--- src/design/pwcmd_pkg.sv ---
// ----------------------------------------------------------------------------
// pwcmd_pkg
// Shared types and constants for the one-wire pulse-width command sender.
// ----------------------------------------------------------------------------
package pwcmd_pkg;

  localparam int unsigned TICK_W = 16;
  localparam int unsigned CMD_W  = 8;
  localparam int unsigned IDX_W  = 8;

  // Configuration register indexes
  localparam logic [IDX_W-1:0] REG_HEADER_HIGH = 8'd0;
  localparam logic [IDX_W-1:0] REG_HEADER_LOW  = 8'd1;
  localparam logic [IDX_W-1:0] REG_SHORT_PHASE = 8'd2;
  localparam logic [IDX_W-1:0] REG_LONG_PHASE  = 8'd3;

  localparam logic [TICK_W-1:0] RST_HEADER_HIGH = 16'd8000;
  localparam logic [TICK_W-1:0] RST_HEADER_LOW  = 16'd1000;
  localparam logic [TICK_W-1:0] RST_SHORT_PHASE = 16'd500;
  localparam logic [TICK_W-1:0] RST_LONG_PHASE  = 16'd1500;

  typedef struct packed {
    logic             mode;
    logic [CMD_W-1:0] command;
    logic             busy_pin;
  } in_item_t;

  typedef struct packed {
    logic data_line;
    logic idle;
    logic rejected;
  } out_item_t;

  // Classified beat held between the front end and the sequencer
  typedef struct packed {
    logic             is_request;
    logic [CMD_W-1:0] command;
    logic             busy;
  } q_item_t;

  typedef struct packed {
    logic [TICK_W-1:0] header_high;
    logic [TICK_W-1:0] header_low;
    logic [TICK_W-1:0] short_phase;
    logic [TICK_W-1:0] long_phase;
  } timing_cfg_t;

  // A zero duration lasts one tick
  function automatic logic [TICK_W-1:0] min_one(input logic [TICK_W-1:0] ticks);
    min_one = (ticks == '0) ? TICK_W'(1) : ticks;
  endfunction

endpackage

--- src/design/pwcmd_front.sv ---
// ----------------------------------------------------------------------------
// pwcmd_front
// Input side: takes beats, tags them as tick or send request, and holds them
// in a two-entry queue for the sequencer.
// ----------------------------------------------------------------------------
module pwcmd_front (
  input  logic                 clk,
  input  logic                 rst,
  input  logic                 in_valid,
  output logic                 in_ready,
  input  pwcmd_pkg::in_item_t  in_item,
  output logic                 q_valid,
  input  logic                 q_pop,
  output pwcmd_pkg::q_item_t   q_item
);
  import pwcmd_pkg::*;

  q_item_t     entries [2];
  logic        wr_ptr;
  logic        rd_ptr;
  logic [1:0]  count;
  logic        push;
  logic        pop;
  q_item_t     classified;

  assign in_ready = (count != 2'd2);
  assign push     = in_valid && in_ready;
  assign q_valid  = (count != 2'd0);
  assign pop      = q_valid && q_pop;
  assign q_item   = entries[rd_ptr];

  always_comb begin
    classified.is_request = in_item.mode;
    classified.command    = in_item.command;
    classified.busy       = in_item.busy_pin;
  end

  always_ff @(posedge clk) begin
    if (push) begin
      entries[wr_ptr] <= classified;
    end
  end

  always_ff @(posedge clk) begin
    if (rst) begin
      wr_ptr <= 1'b0;
      rd_ptr <= 1'b0;
      count  <= 2'd0;
    end else begin
      if (push) begin
        wr_ptr <= ~wr_ptr;
      end
      if (pop) begin
        rd_ptr <= ~rd_ptr;
      end
      case ({push, pop})
        2'b10:   count <= count + 2'd1;
        2'b01:   count <= count - 2'd1;
        default: count <= count;
      endcase
    end
  end

endmodule

--- src/design/pwcmd_back.sv ---
// ----------------------------------------------------------------------------
// pwcmd_back
// Sequencer: applies one queued beat per cycle, unless the output is stalled,
// to the header/bit phase machine; registers resulting line level and status.
// ----------------------------------------------------------------------------
module pwcmd_back #(
  parameter int unsigned COMMAND_BITS = 8
) (
  input  logic                   clk,
  input  logic                   rst,
  input  pwcmd_pkg::timing_cfg_t cfg,
  input  logic                   q_valid,
  output logic                   q_pop,
  input  pwcmd_pkg::q_item_t     q_item,
  output logic                   out_valid,
  input  logic                   out_ready,
  output pwcmd_pkg::out_item_t   out_item
);
  import pwcmd_pkg::*;

  localparam int unsigned BL_W = $clog2(COMMAND_BITS + 1);

  localparam logic [2:0] PH_IDLE     = 3'd0;
  localparam logic [2:0] PH_WAIT     = 3'd1;
  localparam logic [2:0] PH_HDR_HIGH = 3'd2;
  localparam logic [2:0] PH_HDR_LOW  = 3'd3;
  localparam logic [2:0] PH_BIT_HIGH = 3'd4;
  localparam logic [2:0] PH_BIT_LOW  = 3'd5;

  logic [2:0]              phase, phase_next;
  logic [TICK_W-1:0]       phase_counter, phase_counter_next;
  logic [COMMAND_BITS-1:0] shift_byte, shift_byte_next;
  logic [BL_W-1:0]         bits_left, bits_left_next;
  logic                    line_level, line_level_next;
  logic                    current_bit, current_bit_next;
  logic                    rejected_next;
  logic [TICK_W-1:0]       count_dec;
  logic                    take;

  // Advance when a beat is queued and the output register is free or being drained
  assign take  = q_valid && (!out_valid || out_ready);
  assign q_pop = take;
  assign count_dec = phase_counter - TICK_W'(1);

  always_comb begin
    phase_next         = phase;
    phase_counter_next = phase_counter;
    shift_byte_next    = shift_byte;
    bits_left_next     = bits_left;
    line_level_next    = line_level;
    current_bit_next   = current_bit;
    rejected_next      = 1'b0;

    if (q_item.is_request) begin
      if (phase == PH_IDLE) begin
        shift_byte_next    = COMMAND_BITS'(q_item.command);
        bits_left_next     = BL_W'(COMMAND_BITS);
        phase_next         = PH_WAIT;
        line_level_next    = 1'b0;
        phase_counter_next = '0;
      end else begin
        rejected_next = 1'b1;
      end
    end else begin
      case (phase)
        PH_IDLE: begin
        end
        PH_WAIT: begin
          if (!q_item.busy) begin
            phase_next         = PH_HDR_HIGH;
            line_level_next    = 1'b1;
            phase_counter_next = min_one(cfg.header_high);
          end
        end
        PH_HDR_HIGH, PH_HDR_LOW, PH_BIT_HIGH, PH_BIT_LOW: begin
          phase_counter_next = count_dec;
          if (count_dec == '0) begin
            if (phase == PH_HDR_HIGH) begin
              phase_next         = PH_HDR_LOW;
              line_level_next    = 1'b0;
              phase_counter_next = min_one(cfg.header_low);
            end else if (phase == PH_BIT_HIGH) begin
              phase_next         = PH_BIT_LOW;
              line_level_next    = 1'b0;
              phase_counter_next = min_one(current_bit ? cfg.short_phase
                                                       : cfg.long_phase);
            end else if (bits_left != '0) begin
              // Start the next bit, MSB first
              current_bit_next   = shift_byte[COMMAND_BITS-1];
              shift_byte_next    = shift_byte << 1;
              bits_left_next     = bits_left - BL_W'(1);
              phase_next         = PH_BIT_HIGH;
              line_level_next    = 1'b1;
              phase_counter_next = min_one(shift_byte[COMMAND_BITS-1] ? cfg.long_phase
                                                                     : cfg.short_phase);
            end else begin
              phase_next         = PH_IDLE;
              line_level_next    = 1'b0;
              phase_counter_next = '0;
            end
          end
        end
        default: begin
          phase_next         = PH_IDLE;
          line_level_next    = 1'b0;
          phase_counter_next = '0;
        end
      endcase
    end
  end

  always_ff @(posedge clk) begin
    if (rst) begin
      phase         <= PH_IDLE;
      phase_counter <= '0;
      shift_byte    <= '0;
      bits_left     <= '0;
      line_level    <= 1'b0;
      current_bit   <= 1'b0;
      out_valid     <= 1'b0;
    end else begin
      if (take) begin
        phase         <= phase_next;
        phase_counter <= phase_counter_next;
        shift_byte    <= shift_byte_next;
        bits_left     <= bits_left_next;
        line_level    <= line_level_next;
        current_bit   <= current_bit_next;
        out_valid     <= 1'b1;
      end else if (out_ready) begin
        out_valid <= 1'b0;
      end
    end
  end

  always_ff @(posedge clk) begin
    if (take) begin
      out_item.data_line <= line_level_next;
      out_item.idle      <= (phase_next == PH_IDLE);
      out_item.rejected  <= rejected_next;
    end
  end

endmodule

--- src/design/pulse_width_one_wire_command_tx.sv ---
// One-wire pulse-width command sender. Each input beat is either a time-base
// tick or a request to send a command byte; every beat yields exactly one
// result beat carrying the data line level, the idle flag and a rejected flag
// for requests made while a send is in progress. The block sustains one beat
// per clock on both channels unless the output is stalled: a two-entry queue
// holds accepted beats and the phase sequencer retires one per cycle into an
// output register. The user must write timing registers through the cfg port
// while idle; the block itself does not enforce it.
// ----------------------------------------------------------------------------
// pulse_width_one_wire_command_tx
// Top level: timing registers, front-end queue and phase sequencer.
// ----------------------------------------------------------------------------
module pulse_width_one_wire_command_tx #(
  parameter int unsigned COMMAND_BITS = 8
) (
  input  logic                               clk,
  input  logic                               rst,
  input  logic                               cfg_we,
  input  logic [pwcmd_pkg::IDX_W-1:0]        cfg_index,
  input  logic [pwcmd_pkg::TICK_W-1:0]       cfg_data,
  input  logic                               in_valid,
  output logic                               in_ready,
  input  pwcmd_pkg::in_item_t                in_item,
  output logic                               out_valid,
  input  logic                               out_ready,
  output pwcmd_pkg::out_item_t               out_item
);
  import pwcmd_pkg::*;

  timing_cfg_t cfg;
  logic        q_valid;
  logic        q_pop;
  q_item_t     q_item;

  always_ff @(posedge clk) begin
    if (rst) begin
      cfg.header_high <= RST_HEADER_HIGH;
      cfg.header_low  <= RST_HEADER_LOW;
      cfg.short_phase <= RST_SHORT_PHASE;
      cfg.long_phase  <= RST_LONG_PHASE;
    end else if (cfg_we) begin
      case (cfg_index)
        REG_HEADER_HIGH: cfg.header_high <= cfg_data;
        REG_HEADER_LOW:  cfg.header_low  <= cfg_data;
        REG_SHORT_PHASE: cfg.short_phase <= cfg_data;
        REG_LONG_PHASE:  cfg.long_phase  <= cfg_data;
        default: begin
        end
      endcase
    end
  end

  pwcmd_front u_front (
    .clk      (clk),
    .rst      (rst),
    .in_valid (in_valid),
    .in_ready (in_ready),
    .in_item  (in_item),
    .q_valid  (q_valid),
    .q_pop    (q_pop),
    .q_item   (q_item)
  );

  pwcmd_back #(
    .COMMAND_BITS (COMMAND_BITS)
  ) u_back (
    .clk       (clk),
    .rst       (rst),
    .cfg       (cfg),
    .q_valid   (q_valid),
    .q_pop     (q_pop),
    .q_item    (q_item),
    .out_valid (out_valid),
    .out_ready (out_ready),
    .out_item  (out_item)
  );

endmodule
--- config.mk ---
export PLATFORM = sky130hd
export DESIGN_NAME = pulse_width_one_wire_command_tx
export DESIGN_NICKNAME = d
export VERILOG_FILES = /design/src/design/pwcmd_pkg.sv /design/src/design/pwcmd_front.sv /design/src/design/pwcmd_back.sv /design/src/design/pulse_width_one_wire_command_tx.sv
export SDC_FILE = /design/constraint.sdc
export NUM_CORES = 1
export LEC_CHECK = 0
export BUFFER_PORTS_ARGS = -buffer_cell sky130_fd_sc_hd__buf_2
export CORE_MARGIN = 3
export CORE_UTILIZATION = 60
export CTS_BUF_LIST = sky130_fd_sc_hd__clkbuf_16
export CTS_CLUSTER_SIZE = 8
export DETAILED_ROUTE_END_ITERATION = 7
export GPL_TIMING_DRIVEN = 0
export PLACE_DENSITY = 0.79
export SETUP_SLACK_MARGIN = 0.15
export SLEW_MARGIN = 20
export SYNTH_ARGS = -nofsm -noshare
export SYNTH_HDL_FRONTEND = slang
export SYNTH_SLANG_ARGS = --single-unit
--- constraint.sdc ---
create_clock -name clk -period 4.3 [get_ports clk]
set_input_delay 0.86 -clock clk [delete_from_list [all_inputs] [get_ports clk]]
set_output_delay 0.86 -clock clk [all_outputs]
set_load 0.02 [all_outputs]
==> impl_results.md, run 1 <==
- Total GRT Usage: a little under a third
- Status: completed
- Nets: 799
- Top achievable clock speed: around 280 MHz
- Mapped Cells: a little under 700
- Critical path data arrival time: 3.84 ns
- Count of state elements after synthesis: between 100 and 150
- Final Max Tran Viols: 0
- Initial antenna violation count: 0
- Area leader, netlist: dfxtp_1
- Half-perimeter wire length after placement: around 13 mm
- First-pass GRT wire length: 27.80 mm
- IO buf count: 42
- Final period util: between 80 and 90%
- YS warnings: 0
- Initial drt markers: 480
- Total of max-cap violations: 0
- Initial core utilization: 62.14%
- CP Class: input pin to flop
- Count leader, synth: dfxtp_1
- CTS resizes: 0
- Die Span Y: between 100 and 150 um
- Worst-Margin Slew: roughly 1.1 ns
- Layout cells sized above 1: approximately an eighth
- Required @ worst endpoint: 4.59 ns
- Row count: 36
- Post-route minimum period: ~3.6 ns
- RSZ-0062 raised after global routing: false
- # diodes: 0
- Clock slew at reported path FFs: ~0.060 ns
- Die area: ~11000 sq um
- Commonest cells in the netlist: dfxtp_1, nand2_1, nor2_1, a21oi_1, mux2i_1
- Layout Skew: approximately 0.0076 ns
- Synth Flop Type: dfxtp_1
- Mapped cell area: just over 6000 sq um
- Hold WC Path Type: flop to flop
- Root Buffer: clkbuf_16
- Synth top area share: around 34%
- Non-filler instance count after layout: ~900
- Grt total ovfl: 0
- Post-CTS Repair Setup Buffers: 0
- PD cells: about 500 nW/um^2
- Final ANT Viol Nets: 0
- Routed vias/inst: around 6.3
- Via count: 5698
- Post-Place Cells: around 870
- Largest net degree at the start of global routing: 17
- I/O pin count: 44
- Worst-skew pair later-pin latency: 0.42 ns
- # DRC: 0
- CP endpoint kind: flop
- Syn_area_per_cell: around 9 sq um
- Synth async-reset ratio: 0%
- Area Growth Syn to Fin: 16.59%
- Post-synth EDFFs: 23
- Final Hold Fails: 0
- Clock Tree Buf Depth: 2
- Post-Route WL: between 15 and 20 mm
- Vias in the first global route: about 5400
- Clock sink count: between 100 and 150
- Final setup viols: 0
- Drt wl/cell: ~19 um
- Drt pass-1 iters: 8
- Net Count, Synth: between 700 and 800
- CTS Hold Bufs: 0
- Gpl congestion: slightly above 0.9
- Worst Setup Start Kind: input pin
- Leakage power: roughly 2.7 nW
- Slew HR: ~27%
- Core area: between 9000 and 10000 sq um
- Critical path fanouts, max: 10
- Worst VDD drop: 0.3297 mV
- H-tree depth: 4
- Num CTS Buffers: 17
- Sequential share of the synthesized area: between 40 and 50%
- Number of distinct library cells after synthesis: 62
- Ranking of synthesized cells by area: dfxtp_1, edfxtp_1, mux2i_1
- Die W: 106.8 um
- TritonCTS clock tree: built
- TNS Setup: 0 ns
## cells by family (layout without fill, tap and decap cells)
family | Yosys count | after routing | synth area share (%)
AO/OA/AOI/OAI | 155 | 155 | 16.61
multiplexers | 40 | 40 | 6.602
flip-flops | 126 | 126 | 45.11
XOR/XNOR | 16 | 16 | 2.297
buffers and inverters | 53 | 127 | 3.732
adder cells (fa/ha/maj) | 5 | 5 | 1.025
AND/OR/NAND/NOR | 299 | 299 | 24.63
## metrics by stage
step                      util, %  power (mW)  worst slack [ns]  area, sq um  hold slack [ns]
after floorplan                 -       1.904             1.027         6102           0.4488
after global routing        72.45       3.780            0.4559         7114           0.5039
after global placement      65.98       2.086            0.4965         6479           0.4586
after detailed placement    65.98       2.113            0.3691         6479           0.4647
after CTS                   72.45       3.642            0.7788         7114           0.4772
final                       72.45       3.657            0.7442         7114           0.4801
## cell usage in the layout, fill, tap and decap left out, drive strengths merged, types with 3 or more instances in the layout
cell / count
ha: 5
a22oi: 15
a211o: 12
nand2: 99
nor3b: 4
nand2b: 7
a21oi: 51
dfxtp: 103
a221o: 3
or4: 7
edfxtp: 23
nand3: 14
xnor2: 8
and3: 7
inv: 17
nor4: 22
nand3b: 14
o31ai: 5
o211ai: 4
nand4: 5
clkinv: 5
a31oi: 5
nor2b: 9
mux2i: 38
clkbuf: 46
a221oi: 8
bufinv: 4
nor3: 13
or3: 11
xor2: 8
buf: 53
o21ai: 33
o22ai: 4
nor2: 78
## state kept, by name, indices dropped and copies added (netlist names), named ones only
| name | count |
|---|---|
| cfg | 64 |
| u_front.entries | 20 |
| u_back.phase_counter | 16 |
| u_back.shift_byte | 8 |
| u_back.bits_left | 4 |
| u_back.out_item | 3 |
| u_back.phase | 3 |
| u_front.count | 2 |
| u_back.current_bit | 1 |
| u_back.line_level | 1 |
| u_back.out_valid | 1 |
| u_front.rd_ptr | 1 |
| u_front.wr_ptr | 1 |
## power breakdown
| group | total [mW] | internal [mW] | switching, mW |
|---|---|---|---|
| Combinational | 0.771 | 0.257 | 0.514 |
| Clock | 1.53 | 0.978 | 0.555 |
| Sequential | 1.35 | 1.31 | 0.0465 |
| Total | 3.66 | 2.54 | 1.12 |
## area by class of cell
class | count | area (sq um)
Buffer | 40 | 178.9
Fill cell | 795 | 2705
Clock inverter | 15 | 210.2
Sequential cell | 126 | 2753
Timing Repair Buffer | 42 | 210.2
Inverter | 13 | 48.80
Multi-Input combinational cell | 515 | 3122
Tap cell | 133 | 166.4
Clock buffer | 17 | 425.4
## path summary, 6_finish.rpt
check / from / end / slack (ns) / cells past startpoint
max: cfg_index[4] / cfg[49] / 0.74 / 8
min: cfg[29] / cfg[29] / 0.48 / 2
max reg2reg: u_back.phase_counter[1] / u_back.shift_byte[4] / 0.75 / 11
min reg2reg: cfg[29] / cfg[29] / 0.48 / 2
## per-layer routing
layer / wire length (um) / GRT usage [%] / up-vias
li1: - / - / 2650
met1: 7150 / 41.14 / 2693
met2: 8048 / 50.13 / 297
met3: 1588 / 6.261 / 58
met4: 537 / 13.15 / 0
met5: 0 / 0 / -
## critical path, stage by stage
cell      delay, ns
buf_2          0.09
or4b_2         0.66
nor4_1         0.49
nor3b_1        0.64
clkbuf_1       0.40
buf_2          0.39
mux2i_1        0.25
nor2_1         0.05
No activity file was read; power rests on OpenSTA's default activity.
==> run 2, diff against run 1 <==
CORE_UTILIZATION = 54   (was 60)
PLACE_DENSITY = 0.75   (was 0.79)
clock period = 3 ns   (was 4.3 ns; I/O delays follow)
==> run 2 against run 1 <==
The run now ends with negative setup slack left. Register-to-register slack got worse by 0.75 ns. Utilization decreased by 3.0 points. Power grew 45%. First-iteration DRC count grew 20%. Clock-buffer cell count grew 1. Via count grew 2.0%. Clock power increased by 36%. Die area is 10% higher. Sequential power rose by 44%. Hold slack got worse by 0.12 ns. Combinational power increased by 66%. Clock skew grew 0.0011 ns. Largest power group unchanged. Highest routed layer unchanged.
==> impl_results.md, run 2 (same netlist as run 1, synthesis figures left out) <==
- Status: finished, violations left
- Failing checks: negative setup slack
- Post-route minimum period: roughly 3 ns
- Drt wl/cell: 19.39 um (+0.86%)
- Grt total ovfl: 0 (unchanged)
- I/O pin count: 44 (unchanged)
- Post-Route WL: 18.09 mm (+4.4%)
- Required @ worst endpoint: 3.29 ns (-1.30 ns)
- Critical path fanouts, max: 5 (-5)
- Dpl ws: -0.3229 ns (-0.6920 ns)
- Slew HR: 40.36% (+13 points)
- Via count: 5810 (+2.0%)
- Most common cell on crit path: buf_12
- Final ANT Viol Nets: 0 (unchanged)
- Commonest non-fill, non-tap cell in the layout: dfxtp_1
- Critical path data arrival time: 3.29 ns (-0.55 ns)
- Final period util: 100.1%
- # diodes: 0 (unchanged)
- Most frequent cells in the layout: dfxtp_1, nand2_1, nor2_1
- Drt pass-1 iters: 5 (-3)
- Clock slew at reported path FFs: 0.06 ns (about the same)
- Die area: 12610 sq um (+10%)
- CP endpoint kind: flop
- Initial antenna violation count: 0 (unchanged)
- Area Growth Syn to Fin: 24.40%
- TNS Setup: -0.005094 ns (-0.005094 ns)
- Leakage power: 2.939 nW (+7.4%)
- Total GRT Usage: 28.92% (-2.3 points)
- Final instance area: 7591 sq um (+6.7%)
- Vias in the first global route: 5465 (+0.31%)
- Worst VDD drop: 0.5616 mV (+70%)
- Largest net degree at the start of global routing: 17 (unchanged)
- Placed Area: 6501 sq um (+0.35%)
- CP max stage cell: or4b_4
- CTS Hold Bufs: 0 (unchanged)
- Top reg by flops: cfg
- Initial drt markers: 575 (+20%)
- PD cells: 697.8 nW/um^2 (+36%)
- Root Buffer: clkbuf_16
- Half-perimeter wire length after placement: 12.97 mm (+2.3%)
- TritonCTS clock tree: built
- Nets: 824 (+3.1%)
- Setup ws final: -0.003708 ns (-0.7479 ns)
- H-tree depth: 4 (unchanged)
- Crit-path cells: buf_6, buf_12, or4b_4, nor3_4, o311ai_4, or4_1, or3_4, a21oi_4, buf_12, mux2i_1, nor2_1
- Worst Setup Start Kind: flop
- Core area: 10940 sq um (+11%)
- Total of max-cap violations: 0 (unchanged)
- Final Max Tran Viols: 0 (unchanged)
- Worst path max stage delay: 0.52 ns (-0.14 ns)
- RSZ-0062 raised after global routing: true
- # DRC: 0 (unchanged)
- Layout Skew: 0.008644 ns (+0.001074 ns)
- Initial core utilization: 55.80% (-6.3 points)
- Hold WC Path Type: input pin to flop
- Max reg flops: 64 (unchanged)
- Top achievable clock speed: around 330 MHz
- Largest regs: cfg (64), u_front.entries (20), u_back.phase_counter (16)
- Num CTS Buffers: 17 (unchanged)
- Die Span Y: 112.3 um (+5.1%)
- Gpl congestion: 0.9479 (+3.0%)
- IO buf count: 42 (unchanged)
- Die W: 112.3 um (+5.1%)
- Layout cells sized above 1: 20.05% (+7.3 points)
- CP Class: flop to flop
- CP delay by family, top: simple AND/OR/NAND/NOR gates
- Worst-Margin Slew: 0.8877 ns (-0.1957 ns)
- First-pass GRT wire length: 28.77 mm (+3.5%)
- Row count: 38 (+5.6%)
- Final Hold Fails: 0 (unchanged)
- Routed vias/inst: 6.227 (-1.5%)
- Clock sink count: 126 (unchanged)
- Worst-skew pair later-pin latency: 0.42 ns (about the same)
- Crit path buf inv count: 3 (unchanged)
- Final setup viols: 2 (+2)
- Clock Tree Buf Depth: 2 (unchanged)
run 2: metrics by stage:
step           utilization [%]  total power [mW]  cells  hold WS, ns
3_3_place_gp             59.45             3.005    876       0.4607
3_5_place_dp             59.45             3.050    876       0.4641
2_1_floorplan                -             2.730    694       0.4488
5_1_grt                  69.42             5.519    933       0.3551
6_report                 69.42             5.297    933       0.3617
4_1_cts                  67.95             5.222    923       0.3528
run 2: layer usage:
layer,up-vias,part of all wire [%],track usage (%)
met3,52,7.6,7.224
met1,2784,43,38.47
met4,0,2.8,11.30
met2,264,46,45.53
li1,2710,-,-
met5,-,0,0
run 2: worst register-to-register path: stages, from the launching register on:
cell	delay (ns)
dfxtp_2	0.32
buf_6	0.13
buf_12	0.13
or4b_4	0.53
nor3_4	0.21
o311ai_4	0.13
or4_1	0.41
or3_4	0.40
a21oi_4	0.22
buf_12	0.16
mux2i_1	0.18
nor2_1	0.07
run 2: worst paths after layout:
kind	startpoint	endpoint	slack, ns	depth (start not counted)
worst max-delay path	u_back.phase_counter[0]	u_back.shift_byte[1]	-0.004	11
worst min-delay path	in_item[0]	u_front.entries[1][0]	0.36	1
worst max register to register	u_back.phase_counter[0]	u_back.shift_byte[1]	-0.004	11
worst min register to register	cfg[15]	cfg[15]	0.48	2
run 2: layout make-up:
class / count / area [sq um]
fill: 853 / 3344
multi-input combinational: 515 / 3357
buffer: 40 / 209.0
inverter: 13 / 51.30
sequential: 126 / 2758
clock inverter: 14 / 146.4
tap: 140 / 175.2
clock buffer: 18 / 450.4
timing repair buffer: 67 / 444.2
run 2: report_power, final:
group	leakage, nW	switching (mW)	total [mW]	internal [mW]
combinational	1.60	0.804	1.28	0.477
sequential	1.05	0.0676	1.94	1.87
clock	0.287	0.744	2.08	1.33
run 2: timing repair:
item | 4_1_cts | 5_1_grt
buffers inserted | 14 | 10
gates resized for setup | 41 | 26
hold endpoints to repair | 0 | 0
setup endpoints to repair | 44 | 41
pin swaps | 16 | 18
cloned | 1 | 0
